--- config.mk ---
export PLATFORM = sky130hd
export DESIGN_NAME = pixel_twinkle_engine
export DESIGN_NICKNAME = d
export VERILOG_FILES = /design/src/design/pte_pkg.sv /design/src/design/pte_cell.sv /design/src/design/pte_divider.sv /design/src/design/pte_stepper.sv /design/src/design/pixel_twinkle_engine.sv
export SDC_FILE = /design/constraint.sdc
export NUM_CORES = 2
export LEC_CHECK = 0
export ABC_AREA = 1
export BUFFER_PORTS_ARGS = -buffer_cell sky130_fd_sc_hd__buf_2
export CAP_MARGIN = 20
export CORE_MARGIN = 5
export CORE_UTILIZATION = 60
export CTS_CLUSTER_DIAMETER = 50
export DETAILED_ROUTE_END_ITERATION = 8
export PLACE_DENSITY = 0.73
export SYNTH_ARGS = -nofsm -noshare
export SYNTH_HDL_FRONTEND = slang
export SYNTH_HIERARCHICAL = 1
export SYNTH_SLANG_ARGS = --single-unit
--- constraint.sdc ---
create_clock -name aclk -period 15.6 [get_ports aclk]
set_input_delay 3.12 -clock aclk [delete_from_list [all_inputs] [get_ports aclk]]
set_output_delay 3.12 -clock aclk [all_outputs]
set_load 0.01 [all_outputs]
--- src/design/pte_pkg.sv ---
// ----------------------------------------------------------------------------
// pte_pkg
// Shared types and constants of the pixel twinkle engine.
// ----------------------------------------------------------------------------
package pte_pkg;

    // pixel count default and field widths
    localparam int PIXELS_DEF   = 64;
    localparam int PIX_W        = 6;
    localparam int LEVEL_W      = 8;
    localparam int DRAW_W       = 15;
    localparam int STEP_W       = 3;
    localparam int PHASE_W      = 2;
    localparam int CFG_IDX_W    = 2;

    // register indexes
    localparam logic [CFG_IDX_W-1:0] REG_FLOOR   = 2'd0;
    localparam logic [CFG_IDX_W-1:0] REG_CEILING = 2'd1;

    // register reset values
    localparam logic [LEVEL_W-1:0] FLOOR_RESET   = 8'd20;
    localparam logic [LEVEL_W-1:0] CEILING_RESET = 8'd180;

    // fixed offsets
    localparam logic [LEVEL_W-1:0] PEAK_MARGIN = 8'd15;
    localparam logic [STEP_W-1:0]  RATE_MOD    = 3'd5;

    // pixel phases
    localparam logic [PHASE_W-1:0] PH_LOW    = 2'd0;
    localparam logic [PHASE_W-1:0] PH_BRIGHT = 2'd1;
    localparam logic [PHASE_W-1:0] PH_DIM    = 2'd2;
    localparam logic [PHASE_W-1:0] PH_HIGH   = 2'd3;

    // state held by one cell
    typedef struct packed {
        logic [PHASE_W-1:0] phase;
        logic [LEVEL_W-1:0] peak;
        logic [LEVEL_W-1:0] current_level;
        logic [STEP_W-1:0]  step_size;
    } pix_state_t;

    // input beat
    typedef struct packed {
        logic [PIX_W-1:0]  pick_index;
        logic [DRAW_W-1:0] target_draw;
        logic [DRAW_W-1:0] rate_draw;
    } in_beat_t;

    // output beat
    typedef struct packed {
        logic [PIX_W-1:0]   pixel_number;
        logic [LEVEL_W-1:0] level;
        logic               frame_end;
    } out_beat_t;

    // pick request handed to the stepper
    typedef struct packed {
        logic               hit;
        logic [LEVEL_W-1:0] peak;
        logic [STEP_W-1:0]  step_size;
    } pick_t;

endpackage

--- src/design/pte_cell.sv ---
// ----------------------------------------------------------------------------
// pte_cell
// One link of the pixel ring: holds the state of one pixel and takes the
// state of its neighbour whenever the ring shifts.
// ----------------------------------------------------------------------------
module pte_cell (
    input  logic                aclk,
    input  logic                aresetn,
    input  logic                shift_en,
    input  pte_pkg::pix_state_t d_in,
    output pte_pkg::pix_state_t q_out
);
    import pte_pkg::*;

    pix_state_t state_reg;
    pix_state_t state_next;

    // take the neighbour's state on a shift
    always_comb begin
        state_next = state_reg;
        if (shift_en) begin
            state_next = d_in;
        end
    end

    always_ff @(posedge aclk) begin
        if (!aresetn) begin
            state_reg.phase         <= PH_LOW;
            state_reg.peak          <= '0;
            state_reg.current_level <= FLOOR_RESET;
            state_reg.step_size     <= '0;
        end else begin
            state_reg <= state_next;
        end
    end

    assign q_out = state_reg;

endmodule

--- src/design/pte_divider.sv ---
// ----------------------------------------------------------------------------
// pte_divider
// Restoring remainder unit: one dividend bit a cycle for the target draw
// modulo the span; the rate draw modulo five is folded at the start.
// ----------------------------------------------------------------------------
module pte_divider (
    input  logic                         aclk,
    input  logic                         aresetn,
    input  logic                         start,
    input  logic [pte_pkg::DRAW_W-1:0]   target_draw,
    input  logic [pte_pkg::DRAW_W-1:0]   rate_draw,
    input  logic [pte_pkg::LEVEL_W-1:0]  span,
    output logic                         done,
    output logic [pte_pkg::LEVEL_W-1:0]  span_rem,
    output logic [pte_pkg::STEP_W-1:0]   rate_rem
);
    import pte_pkg::*;

    localparam int CNT_W = $clog2(DRAW_W + 1);
    localparam logic [CNT_W-1:0] LAST_BIT = CNT_W'(DRAW_W - 1);
    localparam logic [4:0] MOD5_ONE = {2'b00, RATE_MOD};
    localparam logic [4:0] MOD5_TWO = {1'b0, RATE_MOD, 1'b0};

    logic                busy_reg,  busy_next;
    logic [CNT_W-1:0]    cnt_reg,   cnt_next;
    logic [DRAW_W-1:0]   tdd_reg,   tdd_next;
    logic [LEVEL_W-1:0]  div_reg,   div_next;
    logic [LEVEL_W-1:0]  trem_reg,  trem_next;
    logic [STEP_W-1:0]   rrem_reg,  rrem_next;
    logic                done_reg,  done_next;

    logic [LEVEL_W:0]    t_trial;

    // rate draw modulo five by summing hex digits, sixteen leaving one
    function automatic logic [STEP_W-1:0] rate_mod5(input logic [DRAW_W-1:0] v);
        logic [5:0] fold1;
        logic [4:0] fold2;
        fold1 = {2'b00, v[3:0]} + {2'b00, v[7:4]} + {2'b00, v[11:8]}
              + {3'b000, v[14:12]};
        fold2 = {3'b000, fold1[5:4]} + {1'b0, fold1[3:0]};
        if (fold2 >= MOD5_TWO) begin
            fold2 = fold2 - MOD5_TWO;
        end
        if (fold2 >= MOD5_ONE) begin
            fold2 = fold2 - MOD5_ONE;
        end
        return fold2[STEP_W-1:0];
    endfunction

    // one restoring step per cycle on the span remainder
    always_comb begin
        busy_next = busy_reg;
        cnt_next  = cnt_reg;
        tdd_next  = tdd_reg;
        div_next  = div_reg;
        trem_next = trem_reg;
        rrem_next = rrem_reg;
        done_next = 1'b0;
        t_trial   = {trem_reg, tdd_reg[DRAW_W-1]};
        if (start) begin
            busy_next = 1'b1;
            cnt_next  = '0;
            tdd_next  = target_draw;
            div_next  = span;
            trem_next = '0;
            rrem_next = rate_mod5(rate_draw);
        end else if (busy_reg) begin
            tdd_next = {tdd_reg[DRAW_W-2:0], 1'b0};
            if (t_trial >= {1'b0, div_reg}) begin
                trem_next = LEVEL_W'(t_trial - {1'b0, div_reg});
            end else begin
                trem_next = t_trial[LEVEL_W-1:0];
            end
            cnt_next = cnt_reg + 1'b1;
            if (cnt_reg == LAST_BIT) begin
                busy_next = 1'b0;
                done_next = 1'b1;
            end
        end
    end

    always_ff @(posedge aclk) begin
        if (!aresetn) begin
            busy_reg <= 1'b0;
            cnt_reg  <= '0;
            done_reg <= 1'b0;
        end else begin
            busy_reg <= busy_next;
            cnt_reg  <= cnt_next;
            done_reg <= done_next;
        end
    end

    always_ff @(posedge aclk) begin
        tdd_reg  <= tdd_next;
        div_reg  <= div_next;
        trem_reg <= trem_next;
        rrem_reg <= rrem_next;
    end

    assign done     = done_reg;
    assign span_rem = trem_reg;
    assign rate_rem = rrem_reg;

endmodule

--- src/design/pte_stepper.sv ---
// ----------------------------------------------------------------------------
// pte_stepper
// Per-pixel update at the head of the ring: applies a pending pick, then
// moves the brightness one frame along its phase.
// ----------------------------------------------------------------------------
module pte_stepper (
    input  pte_pkg::pix_state_t           st_in,
    input  pte_pkg::pick_t                pick,
    input  logic [pte_pkg::LEVEL_W-1:0]   floor_level,
    input  logic [pte_pkg::LEVEL_W-1:0]   ceiling_level,
    output pte_pkg::pix_state_t           st_out
);
    import pte_pkg::*;

    pix_state_t        ps;
    logic [LEVEL_W:0]  up_sum;
    logic signed [LEVEL_W+1:0] down_diff;
    logic [LEVEL_W-1:0] pk;

    always_comb begin
        // pick: start brightening from low, start dimming from high
        ps = st_in;
        if (pick.hit) begin
            if (st_in.phase == PH_LOW) begin
                ps.phase     = PH_BRIGHT;
                ps.peak      = pick.peak;
                ps.step_size = pick.step_size;
            end else if (st_in.phase == PH_HIGH) begin
                ps.phase = PH_DIM;
            end
        end

        // frame step
        st_out    = ps;
        pk        = (ps.peak > ceiling_level) ? ceiling_level : ps.peak;
        up_sum    = {1'b0, ps.current_level} + {6'd0, ps.step_size};
        down_diff = $signed({2'b00, ps.current_level}) - $signed({7'd0, ps.step_size});
        case (ps.phase)
            PH_LOW: begin
                st_out.current_level = floor_level;
            end
            PH_HIGH: begin
                if (ps.peak > ceiling_level) begin
                    st_out.peak          = ceiling_level;
                    st_out.current_level = ceiling_level;
                end
            end
            PH_BRIGHT: begin
                st_out.peak = pk;
                if (ps.current_level < pk) begin
                    if (up_sum > {1'b0, pk}) begin
                        st_out.current_level = pk;
                    end else begin
                        st_out.current_level = up_sum[LEVEL_W-1:0];
                    end
                end else begin
                    st_out.current_level = pk;
                    st_out.phase         = PH_HIGH;
                end
            end
            default: begin
                if (ps.current_level > floor_level) begin
                    if (down_diff < $signed({2'b00, floor_level})) begin
                        st_out.current_level = floor_level;
                    end else begin
                        st_out.current_level = down_diff[LEVEL_W-1:0];
                    end
                end else begin
                    st_out.current_level = floor_level;
                    st_out.phase         = PH_LOW;
                end
            end
        endcase
    end

endmodule

--- src/design/pixel_twinkle_engine.sv ---
// ----------------------------------------------------------------------------
// pixel_twinkle_engine
// Frame-tick twinkle engine over a ring of pixel cells.
// ----------------------------------------------------------------------------
// Each input beat is one frame tick and produces PIXELS output beats, pixel 0
// first, frame_end set on the last. A tick runs from the accept through the
// remainder unit, which works out the target draw modulo the span one dividend
// bit per cycle, then the load of the peak and step for the picked pixel, then
// the sweep, one output beat per cycle as the cell ring rotates through the
// stepper; back-pressure on the output pauses the sweep. A new tick is taken
// once the last beat of the previous frame sits in the output register.
// Registers: index 0 floor_level, index 1 ceiling_level; other indexes are
// ignored.
module pixel_twinkle_engine #(
    parameter int PIXELS = pte_pkg::PIXELS_DEF
) (
    input  logic                          aclk,
    input  logic                          aresetn,
    input  logic                          s_valid,
    output logic                          s_ready,
    input  pte_pkg::in_beat_t             s_data,
    output logic                          m_valid,
    input  logic                          m_ready,
    output pte_pkg::out_beat_t            m_data,
    input  logic                          cfg_valid,
    output logic                          cfg_ready,
    input  logic [pte_pkg::CFG_IDX_W-1:0] cfg_index,
    input  logic [pte_pkg::LEVEL_W-1:0]   cfg_data
);
    import pte_pkg::*;

    localparam int CNT_W = (PIXELS > 1) ? $clog2(PIXELS) : 1;
    localparam logic [CNT_W-1:0] LAST_PIX = CNT_W'(PIXELS - 1);

    localparam logic [1:0] ST_IDLE  = 2'd0;
    localparam logic [1:0] ST_DIV   = 2'd1;
    localparam logic [1:0] ST_SWEEP = 2'd2;

    logic [1:0]          state_reg,   state_next;
    logic [CNT_W-1:0]    pix_cnt_reg, pix_cnt_next;
    logic [LEVEL_W-1:0]  floor_reg,   floor_next;
    logic [LEVEL_W-1:0]  ceil_reg,    ceil_next;
    logic [PIX_W-1:0]    pick_idx_reg, pick_idx_next;
    logic [LEVEL_W-1:0]  pick_peak_reg, pick_peak_next;
    logic [STEP_W-1:0]   pick_step_reg, pick_step_next;
    logic                m_valid_reg, m_valid_next;
    out_beat_t           m_data_reg,  m_data_next;

    logic                s_accept;
    logic                advance;
    logic                div_done;
    logic [LEVEL_W-1:0]  span_rem;
    logic [STEP_W-1:0]   rate_rem;
    logic signed [LEVEL_W+1:0] span_s;
    logic                span_pos;
    logic [LEVEL_W:0]    base_sum;
    logic [LEVEL_W:0]    rem_sum;
    pick_t               pick;
    pix_state_t          head_new;
    pix_state_t          cell_q [PIXELS];

    assign s_ready   = (state_reg == ST_IDLE);
    assign s_accept  = s_valid && s_ready;
    assign cfg_ready = 1'b1;
    assign advance   = (state_reg == ST_SWEEP) && (!m_valid_reg || m_ready);

    // span and peak arithmetic from the registers
    assign span_s   = $signed({2'b00, ceil_reg}) - $signed({2'b00, floor_reg})
                    - $signed({2'b00, PEAK_MARGIN});
    assign span_pos = !span_s[LEVEL_W+1] && (span_s != '0);
    assign base_sum = {1'b0, floor_reg} + {1'b0, PEAK_MARGIN};
    assign rem_sum  = base_sum + {1'b0, span_rem};

    // remainder unit
    pte_divider u_div (
        .aclk        (aclk),
        .aresetn     (aresetn),
        .start       (s_accept),
        .target_draw (s_data.target_draw),
        .rate_draw   (s_data.rate_draw),
        .span        (span_s[LEVEL_W-1:0]),
        .done        (div_done),
        .span_rem    (span_rem),
        .rate_rem    (rate_rem)
    );

    // head stepper
    assign pick.hit       = (pick_idx_reg == PIX_W'(pix_cnt_reg));
    assign pick.peak      = pick_peak_reg;
    assign pick.step_size = pick_step_reg;

    pte_stepper u_step (
        .st_in         (cell_q[0]),
        .pick          (pick),
        .floor_level   (floor_reg),
        .ceiling_level (ceil_reg),
        .st_out        (head_new)
    );

    // ring of cells, head at cell 0, stepped state re-enters at the tail
    for (genvar k = 0; k < PIXELS; k++) begin : g_cell
        pix_state_t d_in;
        if (k == PIXELS - 1) begin : g_tail
            assign d_in = head_new;
        end else begin : g_body
            assign d_in = cell_q[k+1];
        end
        pte_cell u_cell (
            .aclk     (aclk),
            .aresetn  (aresetn),
            .shift_en (advance),
            .d_in     (d_in),
            .q_out    (cell_q[k])
        );
    end

    // control sequence and output register
    always_comb begin
        state_next     = state_reg;
        pix_cnt_next   = pix_cnt_reg;
        floor_next     = floor_reg;
        ceil_next      = ceil_reg;
        pick_idx_next  = pick_idx_reg;
        pick_peak_next = pick_peak_reg;
        pick_step_next = pick_step_reg;
        m_valid_next   = m_valid_reg;
        m_data_next    = m_data_reg;

        if (cfg_valid && cfg_ready) begin
            case (cfg_index)
                REG_FLOOR:   floor_next = cfg_data;
                REG_CEILING: ceil_next  = cfg_data;
                default: begin
                end
            endcase
        end

        if (m_valid_reg && m_ready) begin
            m_valid_next = 1'b0;
        end

        case (state_reg)
            ST_IDLE: begin
                if (s_accept) begin
                    pick_idx_next = s_data.pick_index;
                    state_next    = ST_DIV;
                end
            end
            ST_DIV: begin
                if (div_done) begin
                    if (span_pos) begin
                        pick_peak_next = rem_sum[LEVEL_W-1:0];
                    end else if (base_sum[LEVEL_W]) begin
                        pick_peak_next = '1;
                    end else begin
                        pick_peak_next = base_sum[LEVEL_W-1:0];
                    end
                    pick_step_next = rate_rem + 1'b1;
                    pix_cnt_next   = '0;
                    state_next     = ST_SWEEP;
                end
            end
            ST_SWEEP: begin
                if (advance) begin
                    m_valid_next            = 1'b1;
                    m_data_next.pixel_number = PIX_W'(pix_cnt_reg);
                    m_data_next.level        = head_new.current_level;
                    m_data_next.frame_end    = (pix_cnt_reg == LAST_PIX);
                    pix_cnt_next             = pix_cnt_reg + 1'b1;
                    if (pix_cnt_reg == LAST_PIX) begin
                        state_next = ST_IDLE;
                    end
                end
            end
            default: begin
                state_next = ST_IDLE;
            end
        endcase
    end

    always_ff @(posedge aclk) begin
        if (!aresetn) begin
            state_reg   <= ST_IDLE;
            pix_cnt_reg <= '0;
            floor_reg   <= FLOOR_RESET;
            ceil_reg    <= CEILING_RESET;
            m_valid_reg <= 1'b0;
        end else begin
            state_reg   <= state_next;
            pix_cnt_reg <= pix_cnt_next;
            floor_reg   <= floor_next;
            ceil_reg    <= ceil_next;
            m_valid_reg <= m_valid_next;
        end
    end

    always_ff @(posedge aclk) begin
        pick_idx_reg  <= pick_idx_next;
        pick_peak_reg <= pick_peak_next;
        pick_step_reg <= pick_step_next;
        m_data_reg    <= m_data_next;
    end

    assign m_valid = m_valid_reg;
    assign m_data  = m_data_reg;

endmodule

==> impl_summary.txt <==
----------------------------------------------------
[Run status]
  Run status ... complete, no violations

[STA]
  Final Skew ... 0.0192 ns
  RSZ-0062 raised after global routing ... no
  Post-route clock period utilization ... 44.6%
  Transition at the pin with the smallest max-transition slack ... 1.06 ns
  Final setup violation count ... 0
  Worst slew margin relative to its limit ... 29.1%
  Setup tns final ... 0 ns
  Maximum frequency from static timing analysis ... 144 MHz
  Period minus WS final ... 6.96 ns
  Number of pins with negative max-slew slack in the final report ... 0
  Final Hold Viols ... 0

[Synthesis]
  Most used flip-flop cell after synthesis ... sky130_fd_sc_hd__dfxtp_1
  Cell area after synthesis ... 0.0672 sq mm
  Number of nets produced by synthesis ... 9566
  Post-synthesis instance total ... 9421
  Sequential cell area fraction in the yosys report ... 43.8%
  Post-synth EDFFs ... 58
  Warnings from Yosys ... 6
  Number of distinct library cells after synthesis ... 61
  Total of flip-flops plus latches after synthesis ... 1441
  Synthesized area per cell ... 7.13 sq um
  Post-synth ARST share ... 0%

[Clock tree]
  Maximum level of the CTS H-tree ... 4
  Count of clock tree sinks ... 1441
  Post-CTS resize count ... 0
  Buffer cell driving the clock tree root ... sky130_fd_sc_hd__clkbuf_16
  CTS tree ... built
  Post-CTS setup buffers ... 0
  Number of hold-repair buffers added at the cts stage ... 0
  Worst-path clk slew ... 0.06 ns
  Number of buffers inserted during clock tree synthesis ... 160
  Maximum count of clock buffers along a single path ... 3
  Clock latency of the later-clocked register in the worst-skew pair ... 0.74 ns

[Floorplanning]
  Cell Rows ... 122
  Initial cell density of the core ... 60.6%
  Core footprint ... 0.111 sq mm
  Die boundary height ... 345 microns
  Die W ... 345 microns
  # IOs ... 69
  Area enclosed by the die boundary ... 0.119 sq mm

[Global route]
  First-pass GRT wire length ... 186000 microns
  Initial antenna violation count ... 0
  Maximum number of pins on one net before global-route repair ... 242
  Overall routing resource usage ... 17.7%
  Number of global-route vias before repair ... 43544
  Overflow left after global routing ... 0

[Critical path]
  Critical Setup Path Class ... input port to flip-flop
  Slowest stage delay, CP ... 0.51 ns
  Crit end category ... flip-flop
  Critical path fanouts, max ... 4
  Cell type with the highest occurrence count on the critical path ... sky130_fd_sc_hd__nand2_1
  Arrival time worst endpoint ... 7.44 ns
  Slowest library cell on the worst path ... sky130_fd_sc_hd__fa_1
  Number of cell instances on the worst register-to-register path ... 27
  Worst endpoint required time ... 16.08 ns
  Startpoint types ... input port

[Cells and area]
  Flip-flop count of the largest register after layout ... 1344
  Number of standard cells in the layout, taps in and fillers out ... 10840
  Number of antenna diodes ... 0
  Synth-to-layout area growth ... 3.26%
  Fraction of layout instances using a drive strength above 1 ... 12.4%
  Cell area after layout ... 0.0694 sq mm
  Post-layout net count ... 9366

[Power and ir drop]
  IR Drop Worst-Case VDD ... 0.109 mV
  Clock network power share ... 46.7%
  Power, Total ... 8120 uW
  Switching power summed over all nets ... 1880 uW
  Pwr/cell area ... 117 mW/mm^2
  Int Pwr ... 6240 uW
  Relative contribution of combinational cells to total power ... 7.0%
  Register share of total power ... 46.3%
  Switching share of power ... 23.2%
  Lkg Pwr ... 0.0275 uW

[Placed design]
  GP Congestion ... 0.831
  Number of placed cells counting well taps ... 10546
  Count of buffers inserted at the top-level ports ... 67
  Total cell area at the placement stage ... 0.0639 sq mm
  Placed wire-length estimate after detailed placement ... 63300 microns

[Routing]
  DR DRC count ... 0
  Number of nets with antenna violations after routing ... 0
  First-pass iteration count of the detailed router ... 6
  Via count ... 48184
  Final routed wirelength across all metal layers ... 106000 microns
  Final routed wire length divided by cell count ... 9.76 microns
  Avg Vias per Cell ... 4.45
  Initial drt markers ... 2727

[Min path]
  Cell depth of the worst hold path ... 2
  Hold Path Class ... flip-flop to flip-flop

[Run]
  Count of maximum capacitance violations ... 0

----------------------------------------------------
[final cells by class]
| cell class | count | area, sq um |
|---|---|---|
| clock buffers | 223 | 4660 |
| clock inverters | 70 | 764 |
| fillers | 9915 | 41600 |
| inverters | 1466 | 5510 |
| multi-input cells | 6051 | 26400 |
| flip-flops and latches | 1441 | 29400 |
| well taps | 1488 | 1860 |
| repair buffers | 101 | 746 |
[power by group through the flow]
stage | Clock [uW] | Sequential (uW) | Combinational (uW)
after global routing | 4050 | 3760 | 659
after floorplan | 0 | 3830 | 486
after detailed placement | 0 | 3840 | 574
after CTS | 3900 | 3760 | 577
after global placement | 0 | 3840 | 568
final | 3790 | 3760 | 570
[layout by cell type (no fill, tap or decap), types with 31 or more instances in the layout]
cell type | synthesis | final
sky130_fd_sc_hd__edfxtp_1 | 58 | 58
sky130_fd_sc_hd__nor2_1 | 2295 | 2294
sky130_fd_sc_hd__nand2_2 | 477 | 477
sky130_fd_sc_hd__o21ai_0 | 34 | 34
sky130_fd_sc_hd__nor2_2 | 198 | 198
sky130_fd_sc_hd__clkbuf_8 | 64 | 31
sky130_fd_sc_hd__clkbuf_16 | 0 | 165
sky130_fd_sc_hd__nand2_1 | 2531 | 2531
sky130_fd_sc_hd__nand3_1 | 217 | 217
sky130_fd_sc_hd__dfxtp_1 | 1383 | 1383
sky130_fd_sc_hd__a21oi_1 | 42 | 42
sky130_fd_sc_hd__ha_1 | 81 | 81
sky130_fd_sc_hd__inv_2 | 74 | 74
sky130_fd_sc_hd__clkinv_2 | 0 | 32
sky130_fd_sc_hd__buf_2 | 2 | 66
sky130_fd_sc_hd__inv_1 | 1389 | 1389
[metal layers]
| layer | track usage [%] | vias to the layer above | share of wire, % |
|---|---|---|---|
| li1 | - | 26804 | - |
| met1 | 22.2 | 20842 | 49 |
| met2 | 31.5 | 368 | 46 |
| met3 | 2.76 | 170 | 2.8 |
| met4 | 5.24 | 0 | 2.1 |
| met5 | 0 | - | 0 |
[metrics by stage]
stage                     worst slack [ns]  hold slack (ns)  util (%)
after global routing                  8.31            0.472      62.5
after global placement                7.89            0.439      57.6
final                                 8.64            0.453      62.5
after CTS                             8.66            0.458      62.5
after floorplan                       6.85            0.428         -
after detailed placement              7.85            0.443      57.6
[cells by family after synthesis]
| kind of cell | Yosys count | synth area share (%) |
|---|---|---|
| and+or+nand+nor | 5787 | 35.7 |
| buffers and inverters | 1929 | 16.9 |
| DFF | 1441 | 43.8 |
| AOI/OAI and AO/OA | 139 | 1.30 |
| adders and majority gates | 94 | 1.90 |
| xor gates and xnor gates | 25 | 0.326 |
| muxes | 5 | 0.0745 |
| other | 1 | 0.00558 |
[path summary, 6_finish.rpt]
| kind | start | end | slack [ns] |
|---|---|---|---|
| setup / recovery | s_data[1] | u_div/rate_rem[2] | 8.64 |
| hold / removal | g_cell[12].u_cell/q_out[5] | g_cell[12].u_cell/q_out[5] | 0.45 |
| setup reg to reg | pix_cnt_reg[0] | g_cell[63].u_cell/q_out[5] | 9.84 |
| hold reg to reg | g_cell[12].u_cell/q_out[5] | g_cell[12].u_cell/q_out[5] | 0.45 |
[Yosys cell counts (all sizes together), types with 11 or more instances]
| master | count | share of area (%) |
|---|---|---|
| ha | 81 | 1.5 |
| a21oi | 45 | 0.36 |
| fa | 13 | 0.39 |
| o211ai | 12 | 0.13 |
| inv | 1465 | 8.2 |
| xor2 | 21 | 0.27 |
| or2 | 11 | 0.10 |
| buf | 390 | 7.3 |
| nand4 | 15 | 0.15 |
| dfxtp | 1383 | 41 |
| nand3 | 226 | 1.8 |
| edfxtp | 58 | 2.6 |
| nand2 | 3019 | 19 |
| nor2 | 2497 | 15 |
| clkbuf | 73 | 1.4 |
| o21ai | 43 | 0.34 |
[worst max-delay path: cells and delay by family]
| kind | cells | cell delay, ns |
|---|---|---|
| fa+ha+maj | 7 | 2.46 |
| simple gates | 15 | 1.33 |
| buf+inv | 7 | 0.38 |
| compound gates | 1 | 0.14 |
Power figures use the tool's default switching activity.
